===== src/rtl/psc_pkg.sv =====
`timescale 1ns / 1ps
// -----------------------------------------------------------------------------
// psc_pkg
// Shared types, constants and helper functions of the pressure compensation.
// -----------------------------------------------------------------------------
package psc_pkg;

   localparam int CoeffW   = 16;
   localparam int ModelW   = 3;
   localparam int RawW     = 24;
   localparam int DtW      = 26;
   localparam int TempW    = 20;
   localparam int MulW     = 33;
   localparam int AddrW    = 5;
   localparam int DataW    = 32;
   localparam int StepW    = 3;

   // register indexes
   localparam logic [2:0] REG_SENS      = 3'd0;
   localparam logic [2:0] REG_OFFSET    = 3'd1;
   localparam logic [2:0] REG_SENS_TC   = 3'd2;
   localparam logic [2:0] REG_OFFSET_TC = 3'd3;
   localparam logic [2:0] REG_REF_TEMP  = 3'd4;
   localparam logic [2:0] REG_TEMP_SENS = 3'd5;
   localparam logic [2:0] REG_MODEL     = 3'd6;

   // sensor model codes
   localparam logic [ModelW-1:0] MODEL_1BAR  = 3'd0;
   localparam logic [ModelW-1:0] MODEL_2BAR  = 3'd1;
   localparam logic [ModelW-1:0] MODEL_5BAR  = 3'd2;
   localparam logic [ModelW-1:0] MODEL_14BAR = 3'd3;
   localparam logic [ModelW-1:0] MODEL_30BAR = 3'd4;

   localparam logic MODE_TEMP  = 1'b0;
   localparam logic MODE_PRESS = 1'b1;

   localparam int TempBase   = 2000;
   localparam int VeryColdT  = -1500;
   localparam int HotT       = 4500;
   localparam int TempLastStep  = 6;
   localparam int PressLastStep = 1;

   typedef enum logic [3:0] {
      OP_NONE = 4'd0,
      OP_DTC6 = 4'd1,
      OP_DT2  = 4'd2,
      OP_LO   = 4'd3,
      OP_VLO  = 4'd4,
      OP_HI   = 4'd5,
      OP_C4   = 4'd6,
      OP_C3   = 4'd7,
      OP_PL   = 4'd8,
      OP_PH   = 4'd9
   } op_type;

   typedef struct packed {
      logic   load;
      op_type op;
      logic   fin;
   } cmd_type;

   typedef struct packed {
      logic [CoeffW-1:0] c1;
      logic [CoeffW-1:0] c2;
      logic [CoeffW-1:0] c3;
      logic [CoeffW-1:0] c4;
      logic [CoeffW-1:0] c5;
      logic [CoeffW-1:0] c6;
      logic [ModelW-1:0] model;
   } cfg_type;

   // signed division by 2^k, truncating toward zero
   function automatic logic signed [63:0] tdiv_pow2(input logic signed [63:0] x,
                                                    input logic [5:0] k);
      logic signed [63:0] bias;
      bias = x[63] ? ((64'sd1 <<< k) - 64'sd1) : 64'sd0;
      return (x + bias) >>> k;
   endfunction

   function automatic logic signed [31:0] sat32(input logic signed [63:0] v);
      logic signed [31:0] r;
      if (v > 64'sd2147483647)
         r = 32'sh7fffffff;
      else if (v < -64'sd2147483648)
         r = 32'sh80000000;
      else
         r = v[31:0];
      return r;
   endfunction

endpackage


===== src/rtl/psc_csr.sv =====
`timescale 1ns / 1ps
// -----------------------------------------------------------------------------
// psc_csr
// Calibration register file behind the apb-style port.
// -----------------------------------------------------------------------------
module psc_csr (
   input  logic                        clock,
   input  logic                        reset,
   input  logic                        csr_psel,
   input  logic                        csr_penable,
   input  logic                        csr_pwrite,
   input  logic [psc_pkg::AddrW-1:0]   csr_paddr,
   input  logic [psc_pkg::DataW-1:0]   csr_pwdata,
   output logic [psc_pkg::DataW-1:0]   csr_prdata,
   output psc_pkg::cfg_type            cfg
);

   psc_pkg::cfg_type cfg_ff, cfg_in;
   logic             wr_en;
   logic [2:0]       idx;

   assign wr_en = csr_psel & csr_penable & csr_pwrite;
   assign idx   = csr_paddr[4:2];
   assign cfg   = cfg_ff;

   always_comb begin
      cfg_in = cfg_ff;
      if (wr_en) begin
         case (idx)
            psc_pkg::REG_SENS:      cfg_in.c1 = csr_pwdata[15:0];
            psc_pkg::REG_OFFSET:    cfg_in.c2 = csr_pwdata[15:0];
            psc_pkg::REG_SENS_TC:   cfg_in.c3 = csr_pwdata[15:0];
            psc_pkg::REG_OFFSET_TC: cfg_in.c4 = csr_pwdata[15:0];
            psc_pkg::REG_REF_TEMP:  cfg_in.c5 = csr_pwdata[15:0];
            psc_pkg::REG_TEMP_SENS: cfg_in.c6 = csr_pwdata[15:0];
            psc_pkg::REG_MODEL:     cfg_in.model = csr_pwdata[2:0];
            default: ;
         endcase
      end
   end

   always_comb begin
      case (idx)
         psc_pkg::REG_SENS:      csr_prdata = {16'd0, cfg_ff.c1};
         psc_pkg::REG_OFFSET:    csr_prdata = {16'd0, cfg_ff.c2};
         psc_pkg::REG_SENS_TC:   csr_prdata = {16'd0, cfg_ff.c3};
         psc_pkg::REG_OFFSET_TC: csr_prdata = {16'd0, cfg_ff.c4};
         psc_pkg::REG_REF_TEMP:  csr_prdata = {16'd0, cfg_ff.c5};
         psc_pkg::REG_TEMP_SENS: csr_prdata = {16'd0, cfg_ff.c6};
         psc_pkg::REG_MODEL:     csr_prdata = {29'd0, cfg_ff.model};
         default:                csr_prdata = '0;
      endcase
   end

   always_ff @(posedge clock) begin
      if (reset)
         cfg_ff <= '0;
      else
         cfg_ff <= cfg_in;
   end

endmodule


===== config.mk =====
export PLATFORM = sky130hd
export DESIGN_NAME = psc_csr
export DESIGN_NICKNAME = d
export VERILOG_FILES = /design/src/rtl/psc_pkg.sv /design/src/rtl/psc_csr.sv
export SDC_FILE = /design/constraint.sdc
export NUM_CORES = 1
export LEC_CHECK = 0
export BUFFER_PORTS_ARGS = -buffer_cell sky130_fd_sc_hd__buf_2
export CAP_MARGIN = 5
export CORE_MARGIN = 2
export CORE_UTILIZATION = 45
export DETAILED_ROUTE_END_ITERATION = 10
export GPL_TIMING_DRIVEN = 1
export PLACE_DENSITY = 0.73
export SLEW_MARGIN = 20
export SYNTH_ARGS = -nofsm -noshare
export SYNTH_HDL_FRONTEND = slang
export SYNTH_SLANG_ARGS = --single-unit

===== constraint.sdc =====
create_clock -name clock -period 1.3 [get_ports clock]
set_input_delay 0.065 -clock clock [delete_from_list [all_inputs] [get_ports clock]]
set_output_delay 0.065 -clock clock [all_outputs]
set_load 0.01 [all_outputs]

==> results.md <==
- The count of different cell masters after synthesis is 28.
- At the end of the flow, the number of nets in the layout was roughly 740.
- 0 antenna diodes ended up in the layout.
- The utilization of the core after routing is 0.623.
- STA classifies the critical path startpoint as a flop.
- The via count of the first global-routing pass came to 4420.
- The number of flip-flops and latches in the synthesized netlist is 99.
- In the finished design, the share of the clock period the worst path needs comes to 1.12.
- The run finished, with violations left.
- The largest driver fanout on the critical path is 2.
- For this run, the detailed router's first-pass iteration total came to 5.
- In this run the most critical hold path is launched from reset.
- The final number of hold-violating endpoints is 0.
- In the synthesized netlist the async set-or-reset flop fraction comes to 0.
- The count of buffers from port buffering is 138.
- Clock-pin slew was measured on the worst setup and hold paths at 100 ps.
- The number of flops mapped to enable cells by yosys is 0.
- The die covers approximately 12000 µm².
- The achievable clock frequency is 0.685 GHz.
- Across the run, the number of max-cap violations was 0.
- Clock tree synthesis found a total of 99 sinks.
- In the global route stage, overall resource usage came out at 0.266.
- The top cell types in the final layout, fill and taps aside, are buf_2 (137), nand2b_1 (82), mux2i_1 (77).
- The launch point of the worst reg-to-reg path is cfg[52]$_SDFFE_PP0P_.
- The worst min-delay path category is input pin to flop.
- The main flop type after synthesis is dfxtp_1.
- The maximum number of buffers from clock root to sink is 2.
- The worst-case vdd ir drop is around 0.00045 V.
- Setup repair after global routing could not meet its margin everywhere.
- At the end of routability-driven placement, the weighted congestion stood at 0.939.
- The highest-delay cell along the critical path is dfxtp_2.
- The cell count after synthesis is 508.
- The worst setup margin is -159 ps.
- The timing startpoint of the critical path is cfg[23]$_SDFFE_PP0P_.
- Counting instances, the worst hold path has a depth of 3.
- The reg2reg setup slack is roughly 480 ps.
- For hold timing, the worst endpoint is cfg[62]$_SDFFE_PP0P_.
- The first global-routing pass estimated roughly 24 mm of wire.
- The root buffer selected by CTS is clkbuf_8.
- The total I/O pin count is 173.
- The data required time of the worst path is 1240 ps.
- The most common cell after layout, fill and taps aside is buf_2.
- The leakage power is 3.28 nW.
- By startpoint and endpoint, the worst setup path is classified as flop to output port.
- Clock skew on the completed layout was measured at 0 ps.
- The final reports fail on negative setup slack.
- The number of remaining DRC errors is 0.
- The max-slew violation total from the final report was 0.
- Together, buffers and inverters on the worst path number 1.
- TritonCTS built the clock tree.
- The worst reg2reg path endpoint is cfg[52]$_SDFFE_PP0P_.
- The synthesized netlist occupies a cell area of 4880 µm².
- Setup violations remaining at the end of the flow were counted as 16.
- The ratio of routed vias to standard cells is approximately 5.6.
- The number of violations reported at the end of detailed-routing iteration 0 is about 380.
- The family with the most delay on the worst path is flip-flops.
- The detail route stage leaves a number of antenna-violating nets equal to 0.
- Buffers inserted during clock tree synthesis total 9.
- The initial antenna violation count is 0.
- The Yosys step of the flow raised 0 warnings.
- Compared with the post-synthesis result, the final layout area differs by 36.7%.
- For the worst-skew pair, the clock arrives at the later sink with an insertion delay of 370 ps.
- The number of cells on the worst reg-to-reg path is 3.
- The height of the chip is 108 µm.
- The core region is ~11000 µm².
- The width of the die is 108 µm.
- The mean routed wirelength per cell is 18.9 µm.
- The delay of the slowest critical-path stage is 330 ps.
- Before CTS, the worst setup slack after placement is -107 ps.
- Walking the worst path, the cells encountered are mux2_4 -> a22oi_2 -> o21ai_1 -> buf_2.
- The minimum clock period after layout is 1460 ps.
- The overall routed net length is 16.0 mm.
- The power density normalized to cell area is 865 nW/µm².
- The depth of the CTS H-tree is 3.
- The maximum number of pins on one net before global-route repair is 66.
- The average cell area after synthesis is 9.60 µm².
- The share of final-layout standard cells stronger than drive strength 1 is 0.477.
- The fraction of the yosys area taken by sequential cells is 0.406.
- Detailed routing inserted a total of 4712 vias.
- The row count is 38.
- The total grt overflow is 0.
- Data arrives at the worst endpoint at 1390 ps.
- The kind of end point of the critical path is an output port.
- The flip-flop count of the largest register after layout is 99.
- The HPWL after detailed placement is 11.1 mm.
- The initial utilization of the core area, before any placement, comes to 0.456.
==> worst min-delay path, cell delays in order <==
cell and delay, ps:
buf_2 120, buf_12 230, a21oi_1 60
==> cell usage after synthesis (all sizes together), types with 4 or more instances <==
cell / instances / area share
nand2b: 83 / 0.11
o221ai: 5 / 0.0090
a21oi: 32 / 0.033
nand2: 10 / 0.012
buf: 40 / 0.059
dfxtp: 99 / 0.41
a22oi: 16 / 0.025
mux2i: 80 / 0.16
clkbuf: 17 / 0.013
o21ai: 46 / 0.047
nand3: 33 / 0.034
mux2: 24 / 0.055
nor2b: 5 / 0.0064
nor3b: 4 / 0.0085
==> cell type report <==
type,count,area (µm²)
Multi-Input combinational cell,367,2800
Sequential cell,99,2040
Timing Repair Buffer,224,1450
Clock inverter,6,66.3
Tap cell,140,175
Fill cell,894,4030
Clock buffer,10,128
==> what timing repair did <==
item | CTS | global route
endpoints found under the setup margin | 16 | 16
resized for setup | 78 | 23
pin swaps | 16 | 3
hold endpoints to repair | 32 | 0
buffers inserted | 32 | 2
hold buffers | 16 | 0
==> power breakdown <==
part | total [mW] | leakage, nW | internal, mW | switching, mW
Clock | 2.04 | 0.0885 | 0.891 | 1.15
Sequential | 3.07 | 0.824 | 3.05 | 0.0192
Combinational | 0.656 | 2.36 | 0.277 | 0.378
==> routing by layer <==
metal | GRT usage | wire, µm | vias up
met5 | 0 | 0 | -
met4 | 0.127 | 593 | 0
met3 | 0.0476 | 1230 | 51
met2 | 0.415 | 7370 | 243
met1 | 0.357 | 6820 | 2275
li1 | - | - | 2143
==> worst max-delay path by stage <==
stage / to / slack (ps) / depth (start not counted)
2_1_floorplan: csr_prdata[3] / 210 / 5
3_3_place_gp: cfg[1]$_SDFFE_PP0P_ / -90 / 6
3_5_place_dp: cfg[70]$_SDFFE_PP0P_ / -110 / 6
4_1_cts: csr_prdata[7] / -150 / 4
5_1_grt: csr_prdata[12] / -200 / 4
6_report: csr_prdata[4] / -160 / 4
==> kinds of logic (layout without fill, tap and decap cells) <==
kind of cell	Yosys count	in the layout	synth area share
buffers and inverters	57	240	0.0721
DFF	99	99	0.406
and+or+nand+nor	142	142	0.178
AOI/OAI and AO/OA	105	105	0.123
other	1	16	0.000769
muxes	104	104	0.220
==> metrics by stage <==
step	TNS, ps	hold slack [ps]	cell area (µm²)	total power, mW	cells
after floorplan	0	213	4930	3.50	523
after global placement	-3370	340	5800	3.70	780
after detailed placement	-3870	346	5800	3.71	780
after CTS	-1590	141	6580	5.74	844
after global routing	-2370	184	6670	5.93	846
final	-1730	156	6670	5.77	846
Note: power is estimated with default switching activity, not from simulation.
