--- config.mk ---
export PLATFORM = sky130hd
export DESIGN_NAME = psc_ctrl
export DESIGN_NICKNAME = d
export VERILOG_FILES = /design/src/rtl/psc_pkg.sv /design/src/rtl/psc_ctrl.sv
export SDC_FILE = /design/constraint.sdc
export NUM_CORES = 1
export LEC_CHECK = 0
export ABC_AREA = 1
export ABC_CLOCK_PERIOD_IN_PS = 3810
export BUFFER_PORTS_ARGS = -buffer_cell sky130_fd_sc_hd__clkbuf_2
export CORE_MARGIN = 5
export CORE_UTILIZATION = 40
export DETAILED_ROUTE_END_ITERATION = 10
export GPL_TIMING_DRIVEN = 0
export REMOVE_ABC_BUFFERS = 1
export SLEW_MARGIN = 15
export SYNTH_ARGS = -nofsm -noshare
export SYNTH_HDL_FRONTEND = slang
export SYNTH_SLANG_ARGS = --single-unit
--- constraint.sdc ---
create_clock -name clock -period 3.81 [get_ports clock]
set_input_delay 0.762 -clock clock [delete_from_list [all_inputs] [get_ports clock]]
set_output_delay 0.762 -clock clock [all_outputs]
set_load 0.02 [all_outputs]
--- src/rtl/psc_pkg.sv ---
`timescale 1ns / 1ps
// -----------------------------------------------------------------------------
// psc_pkg
// Shared types, constants and helper functions of the pressure compensation.
// -----------------------------------------------------------------------------
package psc_pkg;

   localparam int CoeffW   = 16;
   localparam int ModelW   = 3;
   localparam int RawW     = 24;
   localparam int DtW      = 26;
   localparam int TempW    = 20;
   localparam int MulW     = 33;
   localparam int AddrW    = 5;
   localparam int DataW    = 32;
   localparam int StepW    = 3;

   // register indexes
   localparam logic [2:0] REG_SENS      = 3'd0;
   localparam logic [2:0] REG_OFFSET    = 3'd1;
   localparam logic [2:0] REG_SENS_TC   = 3'd2;
   localparam logic [2:0] REG_OFFSET_TC = 3'd3;
   localparam logic [2:0] REG_REF_TEMP  = 3'd4;
   localparam logic [2:0] REG_TEMP_SENS = 3'd5;
   localparam logic [2:0] REG_MODEL     = 3'd6;

   // sensor model codes
   localparam logic [ModelW-1:0] MODEL_1BAR  = 3'd0;
   localparam logic [ModelW-1:0] MODEL_2BAR  = 3'd1;
   localparam logic [ModelW-1:0] MODEL_5BAR  = 3'd2;
   localparam logic [ModelW-1:0] MODEL_14BAR = 3'd3;
   localparam logic [ModelW-1:0] MODEL_30BAR = 3'd4;

   localparam logic MODE_TEMP  = 1'b0;
   localparam logic MODE_PRESS = 1'b1;

   localparam int TempBase   = 2000;
   localparam int VeryColdT  = -1500;
   localparam int HotT       = 4500;
   localparam int TempLastStep  = 6;
   localparam int PressLastStep = 1;

   typedef enum logic [3:0] {
      OP_NONE = 4'd0,
      OP_DTC6 = 4'd1,
      OP_DT2  = 4'd2,
      OP_LO   = 4'd3,
      OP_VLO  = 4'd4,
      OP_HI   = 4'd5,
      OP_C4   = 4'd6,
      OP_C3   = 4'd7,
      OP_PL   = 4'd8,
      OP_PH   = 4'd9
   } op_type;

   typedef struct packed {
      logic   load;
      op_type op;
      logic   fin;
   } cmd_type;

   typedef struct packed {
      logic [CoeffW-1:0] c1;
      logic [CoeffW-1:0] c2;
      logic [CoeffW-1:0] c3;
      logic [CoeffW-1:0] c4;
      logic [CoeffW-1:0] c5;
      logic [CoeffW-1:0] c6;
      logic [ModelW-1:0] model;
   } cfg_type;

   // signed division by 2^k, truncating toward zero
   function automatic logic signed [63:0] tdiv_pow2(input logic signed [63:0] x,
                                                    input logic [5:0] k);
      logic signed [63:0] bias;
      bias = x[63] ? ((64'sd1 <<< k) - 64'sd1) : 64'sd0;
      return (x + bias) >>> k;
   endfunction

   function automatic logic signed [31:0] sat32(input logic signed [63:0] v);
      logic signed [31:0] r;
      if (v > 64'sd2147483647)
         r = 32'sh7fffffff;
      else if (v < -64'sd2147483648)
         r = 32'sh80000000;
      else
         r = v[31:0];
      return r;
   endfunction

endpackage

--- src/rtl/psc_ctrl.sv ---
`timescale 1ns / 1ps
// -----------------------------------------------------------------------------
// psc_ctrl
// Sequencer: input load, multiplier steps, then final compute and output load.
// -----------------------------------------------------------------------------
module psc_ctrl (
   input  logic             clock,
   input  logic             reset,
   input  logic             req_tvalid,
   output logic             req_tready,
   input  logic             req_mode,
   output logic             rsp_tvalid,
   input  logic             rsp_tready,
   output psc_pkg::cmd_type cmd
);

   localparam int StepW = psc_pkg::StepW;

   typedef enum logic [3:0] {
      ST_IDLE = 4'b0001,
      ST_MUL  = 4'b0010,
      ST_WAIT = 4'b0100,
      ST_FIN  = 4'b1000
   } state_type;

   state_type                  state_ff, state_in;
   logic [psc_pkg::StepW-1:0]  step_ff, step_in;
   logic                       mode_ff, mode_in;
   logic                       outv_ff, outv_in;
   logic                       last_step;
   logic                       out_free;

   function automatic psc_pkg::op_type op_for(input logic m,
                                              input logic [psc_pkg::StepW-1:0] s);
      psc_pkg::op_type o;
      if (m == psc_pkg::MODE_PRESS) begin
         o = (s == 3'd0) ? psc_pkg::OP_PL : psc_pkg::OP_PH;
      end else begin
         case (s)
            3'd0:    o = psc_pkg::OP_DTC6;
            3'd1:    o = psc_pkg::OP_DT2;
            3'd2:    o = psc_pkg::OP_LO;
            3'd3:    o = psc_pkg::OP_VLO;
            3'd4:    o = psc_pkg::OP_HI;
            3'd5:    o = psc_pkg::OP_C4;
            3'd6:    o = psc_pkg::OP_C3;
            default: o = psc_pkg::OP_NONE;
         endcase
      end
      return o;
   endfunction

   assign req_tready = (state_ff == ST_IDLE);
   assign rsp_tvalid = outv_ff;
   assign out_free   = !outv_ff || rsp_tready;
   assign last_step  = (mode_ff == psc_pkg::MODE_PRESS) ?
                       (step_ff == StepW'(psc_pkg::PressLastStep)) :
                       (step_ff == StepW'(psc_pkg::TempLastStep));

   always_comb begin
      state_in = state_ff;
      step_in  = step_ff;
      mode_in  = mode_ff;
      outv_in  = outv_ff;
      cmd      = '{load: 1'b0, op: psc_pkg::OP_NONE, fin: 1'b0};
      if (outv_ff && rsp_tready)
         outv_in = 1'b0;
      case (state_ff)
         ST_IDLE: begin
            if (req_tvalid) begin
               cmd.load = 1'b1;
               mode_in  = req_mode;
               step_in  = '0;
               state_in = ST_MUL;
            end
         end
         ST_MUL: begin
            cmd.op = op_for(mode_ff, step_ff);
            if (last_step)
               state_in = ST_WAIT;
            else
               step_in = step_ff + 3'd1;
         end
         ST_WAIT: begin
            // last product lands in its register here
            state_in = ST_FIN;
         end
         ST_FIN: begin
            if (out_free) begin
               cmd.fin  = 1'b1;
               outv_in  = 1'b1;
               state_in = ST_IDLE;
            end
         end
         default: state_in = ST_IDLE;
      endcase
   end

   always_ff @(posedge clock) begin
      if (reset) begin
         state_ff <= ST_IDLE;
         step_ff  <= '0;
         mode_ff  <= 1'b0;
         outv_ff  <= 1'b0;
      end else begin
         state_ff <= state_in;
         step_ff  <= step_in;
         mode_ff  <= mode_in;
         outv_ff  <= outv_in;
      end
   end

endmodule

==> results of run 1 <==
[registers in the layout, indices dropped and copies added, names as in the netlist]
name        count
mode_ff         1
state_ff        4
step_ff         3
rsp_tvalid      1
[layer usage]
layer / wire (µm) / GRT usage, % / part of all wire, %
met5: 0 / 0 / 0
met4: 0 / 1.38 / 0
met3: 81 / 5.81 / 6.6
met2: 545 / 15.9 / 45
met1: 594 / 15.5 / 49
[cells by family (layout without fill, tap and decap cells)]
logic type	count (synthesis)	after routing	synth area share [%]
fa+ha+maj	4	4	8.47
buf+inv	18	34	11.4
flops	9	9	30.5
simple gates	47	47	40.7
compound gates	10	10	8.90
[layout by cell type, fill, tap and decap left out, drive strengths merged]
cell / n
a211oi: 1
a21oi: 8
and3: 1
clkbuf: 16
dfxtp: 9
ha: 4
inv: 18
nand2: 12
nand3: 12
nand4: 3
nor2: 16
nor3: 2
o21ai: 1
or2: 1
[final cells by class]
cell class | instances | area [µm²]
clock buffer | 4 | 26.3
fill | 150 | 654
inverter | 18 | 67.6
multi-input combinational | 61 | 343
sequential | 9 | 180
tap | 15 | 18.8
timing repair buffer | 12 | 60.1
[final timing paths]
check | from | end | slack [ns]
setup / recovery | step_ff[0] | cmd[1] | 1.46
setup reg to reg | step_ff[0] | step_ff[2] | 2.46
hold reg to reg | rsp_tvalid | rsp_tvalid | 0.55
hold / removal | rsp_tvalid | rsp_tvalid | 0.55
[worst register-to-register path, stage by stage (launching register included)]
cell	delay [ns]
dfxtp_1	0.39
inv_1	0.10
ha_1	0.22
nand3_1	0.12
nand3_2	0.18
a21oi_1	0.17
nor2_1	0.06
[power by group through the flow]
| stage | sequential (W) | combinational [W] | clock, W |
|---|---|---|---|
| finish | 0.000112 | 0.0000658 | 0.0000737 |
| global route | 0.000113 | 0.0000758 | 0.0000833 |
| CTS | 0.000111 | 0.0000665 | 0.0000767 |
| detailed placement | 0.000114 | 0.0000663 | 0 |
| global placement | 0.000113 | 0.0000652 | 0 |
| floorplan | 0.000111 | 0.0000514 | 0 |
[per-stage QoR]
stage / cells / setup slack [ns] / instance area, µm² / utilization (%)
3_5_place_dp: 115 / 1.67 / 669 / 49.6
2_1_floorplan: 88 / 1.82 / 591 / -
6_report: 119 / 1.46 / 696 / 51.5
3_3_place_gp: 115 / 1.68 / 669 / 49.6
5_1_grt: 119 / 1.27 / 696 / 51.5
4_1_cts: 119 / 1.45 / 696 / 51.5
==> impl_metrics.tcl, run 1 <==
set metrics [dict create \
    finalHoldViolCount 0 \
    path_common_cell "nor2_1" \
    synth.most_common_cell "inv_1" \
    drc 0 \
    dr_total_vias 582 \
    required_ns 3.05 \
    cap_violations 0 \
    die-height_um 48.4 \
    critical_path_cell_count 7 \
    hold_path.class "reg2reg" \
    num_antenna_cells 0 \
    fin_crit_sh_pct 61.6 \
    p_sw_share_pct 33.6 \
    tightest_slew_ns 0.253 \
    cts_sinks 9 \
    setup_tns_ns 0 \
    power_frac_seq_pct 44.4 \
    ant_nets 0 \
    grtUsageTotal_pct 11.3 \
    setup-violations-final 0 \
    coreArea_um2 1350 \
    syn2layout_area_growth_pct 17.8 \
    ys_top_cells_by_count "inv_1, nor2_1, nand2_1, nand3_1, dfxtp_1" \
    synth_top_cell_by_area "dfxtp_1" \
    wirelength_mm 1.22 \
    slew_headroom_pct 83.1 \
    endpoint_kind "primary output" \
    hold_slack_ns 0.547 \
    antenna_found_initial 0 \
    cp.arrival_ns 1.58 \
    dr.pass1.iters 4 \
    cts.htree.levels 1 \
    synthArstFlopShare_pct 0 \
    syn_inst 88 \
    grt_pass1_vias 519 \
    cp_max_fo 4 \
    clock_power_share_pct 29.4 \
    grt_max_degree 11 \
    crit_type "reg2out" \
    worst-path-buf-inv 2 \
    syn_area_per_cell_um2 6.71 \
    fin_skew_ns 0.00195 \
    ir_worst_vdd_uv 246 \
    netlist_top_cells_area "dfxtp_1, inv_1, ha_1" \
    drt_iter0_drc 6 \
    switchingPower_w 0.0000843 \
    overflow 0 \
    postCtsHoldBufs 0 \
    dieArea_um2 2340 \
    synth_top_area_share_pct 30.5 \
    power_density_nw_per_um2 361 \
    wl_per_cell_um 10.3 \
    reg2regPathDepth 6 \
    clock_path_buffers 2 \
    port-buffer-count 12 \
    clock_latency_ns 0.26 \
    ioPinCount 13 \
    ctsResizeCount 0 \
    seq_area_frac_synth_pct 30.5 \
    ys.flop_type "dfxtp_1" \
    yosysWarnings 0 \
    die_w_um 48.4 \
    finalCriticalPeriod_ns 2.35 \
    dp_hpwl_um 977 \
    layout-drive-gt1-share_pct 24.0 \
    crit_family "flip-flops" \
    clock.fmax_mhz 426 \
    numCtsBuffers 3 \
    status "completed" \
    power_w 0.000251 \
    root_buffer "clkbuf_4" \
    power_frac_comb_pct 26.2 \
    ys_ff_latch 9 \
    slew_violations 0 \
    place_congestion 0.736 \
    path_clk_slew_ns 0.06 \
    holdPathStages 4 \
    grt_pass1_wl_mm 2.19 \
    start_util_pct 43.7 \
    cp_cell_sequence "inv_1 > ha_1 > nor2_1 > nand3_1 > a21oi_1 > nor2_1 > clkbuf_2" \
    worst_path_max_delay_cell "dfxtp_1" \
    synth-edff-count 0 \
    synth.distinct_cells 19 \
    start_kind "register" \
    tritoncts "yes" \
    rows 13 \
    slowest_delay_ns 0.39 \
    nNetsFinal 114 \
    p_int_w 0.000167 \
    synth_area_um2 591 \
    post_cts_buffers 0 \
    via_per_inst 4.89 \
    rsz0062_at_grt "no" \
    leakage_nw 0.363 \
]
(Power assumes the default switching activity.)
==> run 2: changes to the inputs <==
--- a/config.mk
+++ b/config.mk
@@ -5,8 +5,8 @@
 export SDC_FILE = /design/constraint.sdc
 export NUM_CORES = 1
 export LEC_CHECK = 0
-export ABC_AREA = 1
-export ABC_CLOCK_PERIOD_IN_PS = 3810
+export ABC_AREA = 0
+export ABC_CLOCK_PERIOD_IN_PS = 2400
 export BUFFER_PORTS_ARGS = -buffer_cell sky130_fd_sc_hd__clkbuf_2
 export CORE_MARGIN = 5
 export CORE_UTILIZATION = 40
==> constraint.sdc (replaced) <==
create_clock -name clock -period 2.4 [get_ports clock]
set_input_delay 0.48 -clock clock [delete_from_list [all_inputs] [get_ports clock]]
set_output_delay 0.48 -clock clock [all_outputs]
set_load 0.02 [all_outputs]
==> run 2 against run 1 <==
  * Power rose by 27%
  * Combinational power shrank 38%
  * Area after synthesis is 3.2% lower
  * First-iteration DRC count increased by 120%
  * Register-to-register slack worse by 1.6 ns
  * Clock skew is 0.00090 ns lower
  * Non-clock buffer count did not move
  * Sequential share of layout area is 0.77 points higher
  * Count of clock-buffer cells in the layout fell by 1
  * Critical path type unchanged
  * Die area fell by 2.5%
  * Global-route usage is 1.4 points higher
==> impl_metrics.tcl, run 2 <==
set metrics [dict create \
    cts.htree.levels 1 \
    syn_inst 73 \
    num_antenna_cells 0 \
    slew_headroom_pct 66.4 \
    cp_max_fo 7 \
    path_clk_slew_ns 0.06 \
    p_int_w 0.000232 \
    endpoint_kind "primary output" \
    mostFrequentLayoutCells "clkbuf_2, nor2_1, dfxtp_1" \
    reg_top3 "state_ff x4, step_ff x3" \
    post_cts_buffers 0 \
    grt_max_degree 12 \
    grtUsageTotal_pct 12.7 \
    dp_hpwl_um 873 \
    clock_power_share_pct 36.7 \
    fin_crit_sh_pct 92.3 \
    required_ns 1.92 \
    status "completed" \
    layout-drive-gt1-share_pct 23.0 \
    dr.pass1.iters 4 \
    setup-violations-final 0 \
    clock_latency_ns 0.26 \
    dr_total_vias 529 \
    wirelength_mm 1.16 \
    setup_tns_ns 0 \
    die_w_um 47.8 \
    wl_per_cell_um 11.3 \
    drc 0 \
    ys_top_cells_by_count "nor2_1, dfxtp_1, a21oi_1, inv_1, nand2_1" \
    dieArea_um2 2290 \
    clock_path_buffers 2 \
    hold_slack_ns 0.464 \
    timing.rr.start "state_ff[0]" \
    final_common_cell "clkbuf_2" \
    holdPathStages 3 \
    stdcell_count 102 \
    ys.flop_type "dfxtp_1" \
    seq_area_frac_synth_pct 31.5 \
    finalCriticalPeriod_ns 2.21 \
    rrSetupSlack_ns 0.82 \
    drt_iter0_drc 13 \
    die-height_um 47.8 \
    cp.arrival_ns 1.73 \
    antenna_found_initial 0 \
    place_congestion 0.735 \
    cts_sinks 9 \
    power_frac_seq_pct 50.4 \
    hold_path.class "in2reg" \
    syn2layout_area_growth_pct 18.2 \
    finalHoldViolCount 0 \
    coreArea_um2 1330 \
    clock.fmax_mhz 452 \
    holdPathEnd "mode_ff" \
    synthArstFlopShare_pct 0 \
    tritoncts "yes" \
    r2r-end "step_ff[2]" \
    synth.distinct_cells 29 \
    ant_nets 0 \
    syn_area_per_cell_um2 7.83 \
    ir_worst_vdd_uv 382 \
    rows 13 \
    p_sw_share_pct 27.2 \
    power_frac_comb_pct 12.9 \
    overflow 0 \
    tightest_slew_ns 0.497 \
    root_buffer "clkbuf_4" \
    power_density_nw_per_um2 472 \
    netlist_top_cells_area "dfxtp_1, ha_1, nor2_1" \
    fin_skew_ns 0.00105 \
    yosysWarnings 0 \
    reg2regPathDepth 4 \
    grt_pass1_wl_mm 2.00 \
    ys_ff_latch 9 \
    synth-edff-count 0 \
    dp.cells 98 \
    power_w 0.000319 \
    synth_top_cell_by_area "dfxtp_1" \
    largest_register_ffs 4 \
    via_per_inst 5.19 \
    slew_violations 0 \
    synth.most_common_cell "nor2_1" \
    synth_area_um2 572 \
    switchingPower_w 0.0000866 \
    start_util_pct 42.9 \
    grt_pass1_vias 480 \
    nFillCells 144 \
    nNetsFinal 97 \
    cap_violations 0 \
    hold_start "req_mode" \
    rsz0062_at_grt "no" \
    regMostFlops "state_ff" \
    synth_top_area_share_pct 31.5 \
    crit_type "reg2out" \
    numCtsBuffers 3 \
    port-buffer-count 12 \
    ioPinCount 13 \
    start_kind "register" \
    leakage_nw 0.287 \
]
-- run 2: final cells by class --
class	instances	area (µm²)	share of cell area, %
inverters	5	18.8	2.78
clock buffers	3	22.5	3.33
multi-input cells	57	370	54.8
flip-flops and latches	9	180	26.7
well taps	15	18.8	2.78
clock inverters	1	5.00	0.741
repair buffers	12	60.1	8.89
-- run 2: metrics by stage --
stage	util, %	instance area (µm²)	setup WS [ns]
after floorplan	-	563	0.259
after global placement	48.1	642	0.320
after detailed placement	48.1	642	0.343
after CTS	50.2	669	0.0399
after global routing	50.7	676	0.0344
final	50.7	676	0.186
-- run 2: worst max path at each step --
stage | from | end | slack, ns
3_5_place_dp | step_ff[0] | cmd[1] | 0.34
6_report | state_ff[0] | cmd[3] | 0.19
5_1_grt | step_ff[0] | cmd[1] | 0.03
2_1_floorplan | state_ff[1] | cmd[5] | 0.26
4_1_cts | step_ff[0] | cmd[1] | 0.04
3_3_place_gp | step_ff[0] | cmd[1] | 0.32
-- run 2: what timing repair did --
action / 4_1_cts / 5_1_grt
setup endpoints to repair: 0 / 2
hold buffers: 0 / 0
resized for setup: 0 / 2
hold endpoints to repair: 0 / 0
-- run 2: worst max-delay path: stages (launching register included) --
cell and delay [ns]:
dfxtp_1 0.36, or4b_1 0.69, nor4_1 0.22, clkbuf_2 0.21
-- run 2: power by group through the flow --
stage	Combinational [W]	Clock (W)	Sequential (W)
floorplan	0.0000273	0	0.000162
global placement	0.0000408	0	0.000164
detailed placement	0.0000402	0	0.000164
CTS	0.0000406	0.000124	0.000161
global route	0.0000469	0.000134	0.000161
finish	0.0000410	0.000117	0.000161
-- run 2: kinds of logic (layout without fill, tap and decap cells) --
group	count (synthesis)	count (layout)	synth area share (%)
flip-flops	9	9	31.5
AO/OA/AOI/OAI	18	18	20.6
multiplexers	1	1	1.97
buffers and inverters	7	21	4.81
adder cells (fa/ha/maj)	4	4	8.75
AND/OR/NAND/NOR	34	34	32.4
-- run 2: per-layer routing --
metal	up-vias	wire, µm	part of all wire (%)	track usage [%]
li1	286	-	-	-
met3	2	54	4.7	6.77
met1	235	566	49	15.9
met4	0	11	0.95	4.84
met2	6	524	45	18.2
met5	-	0	0	0
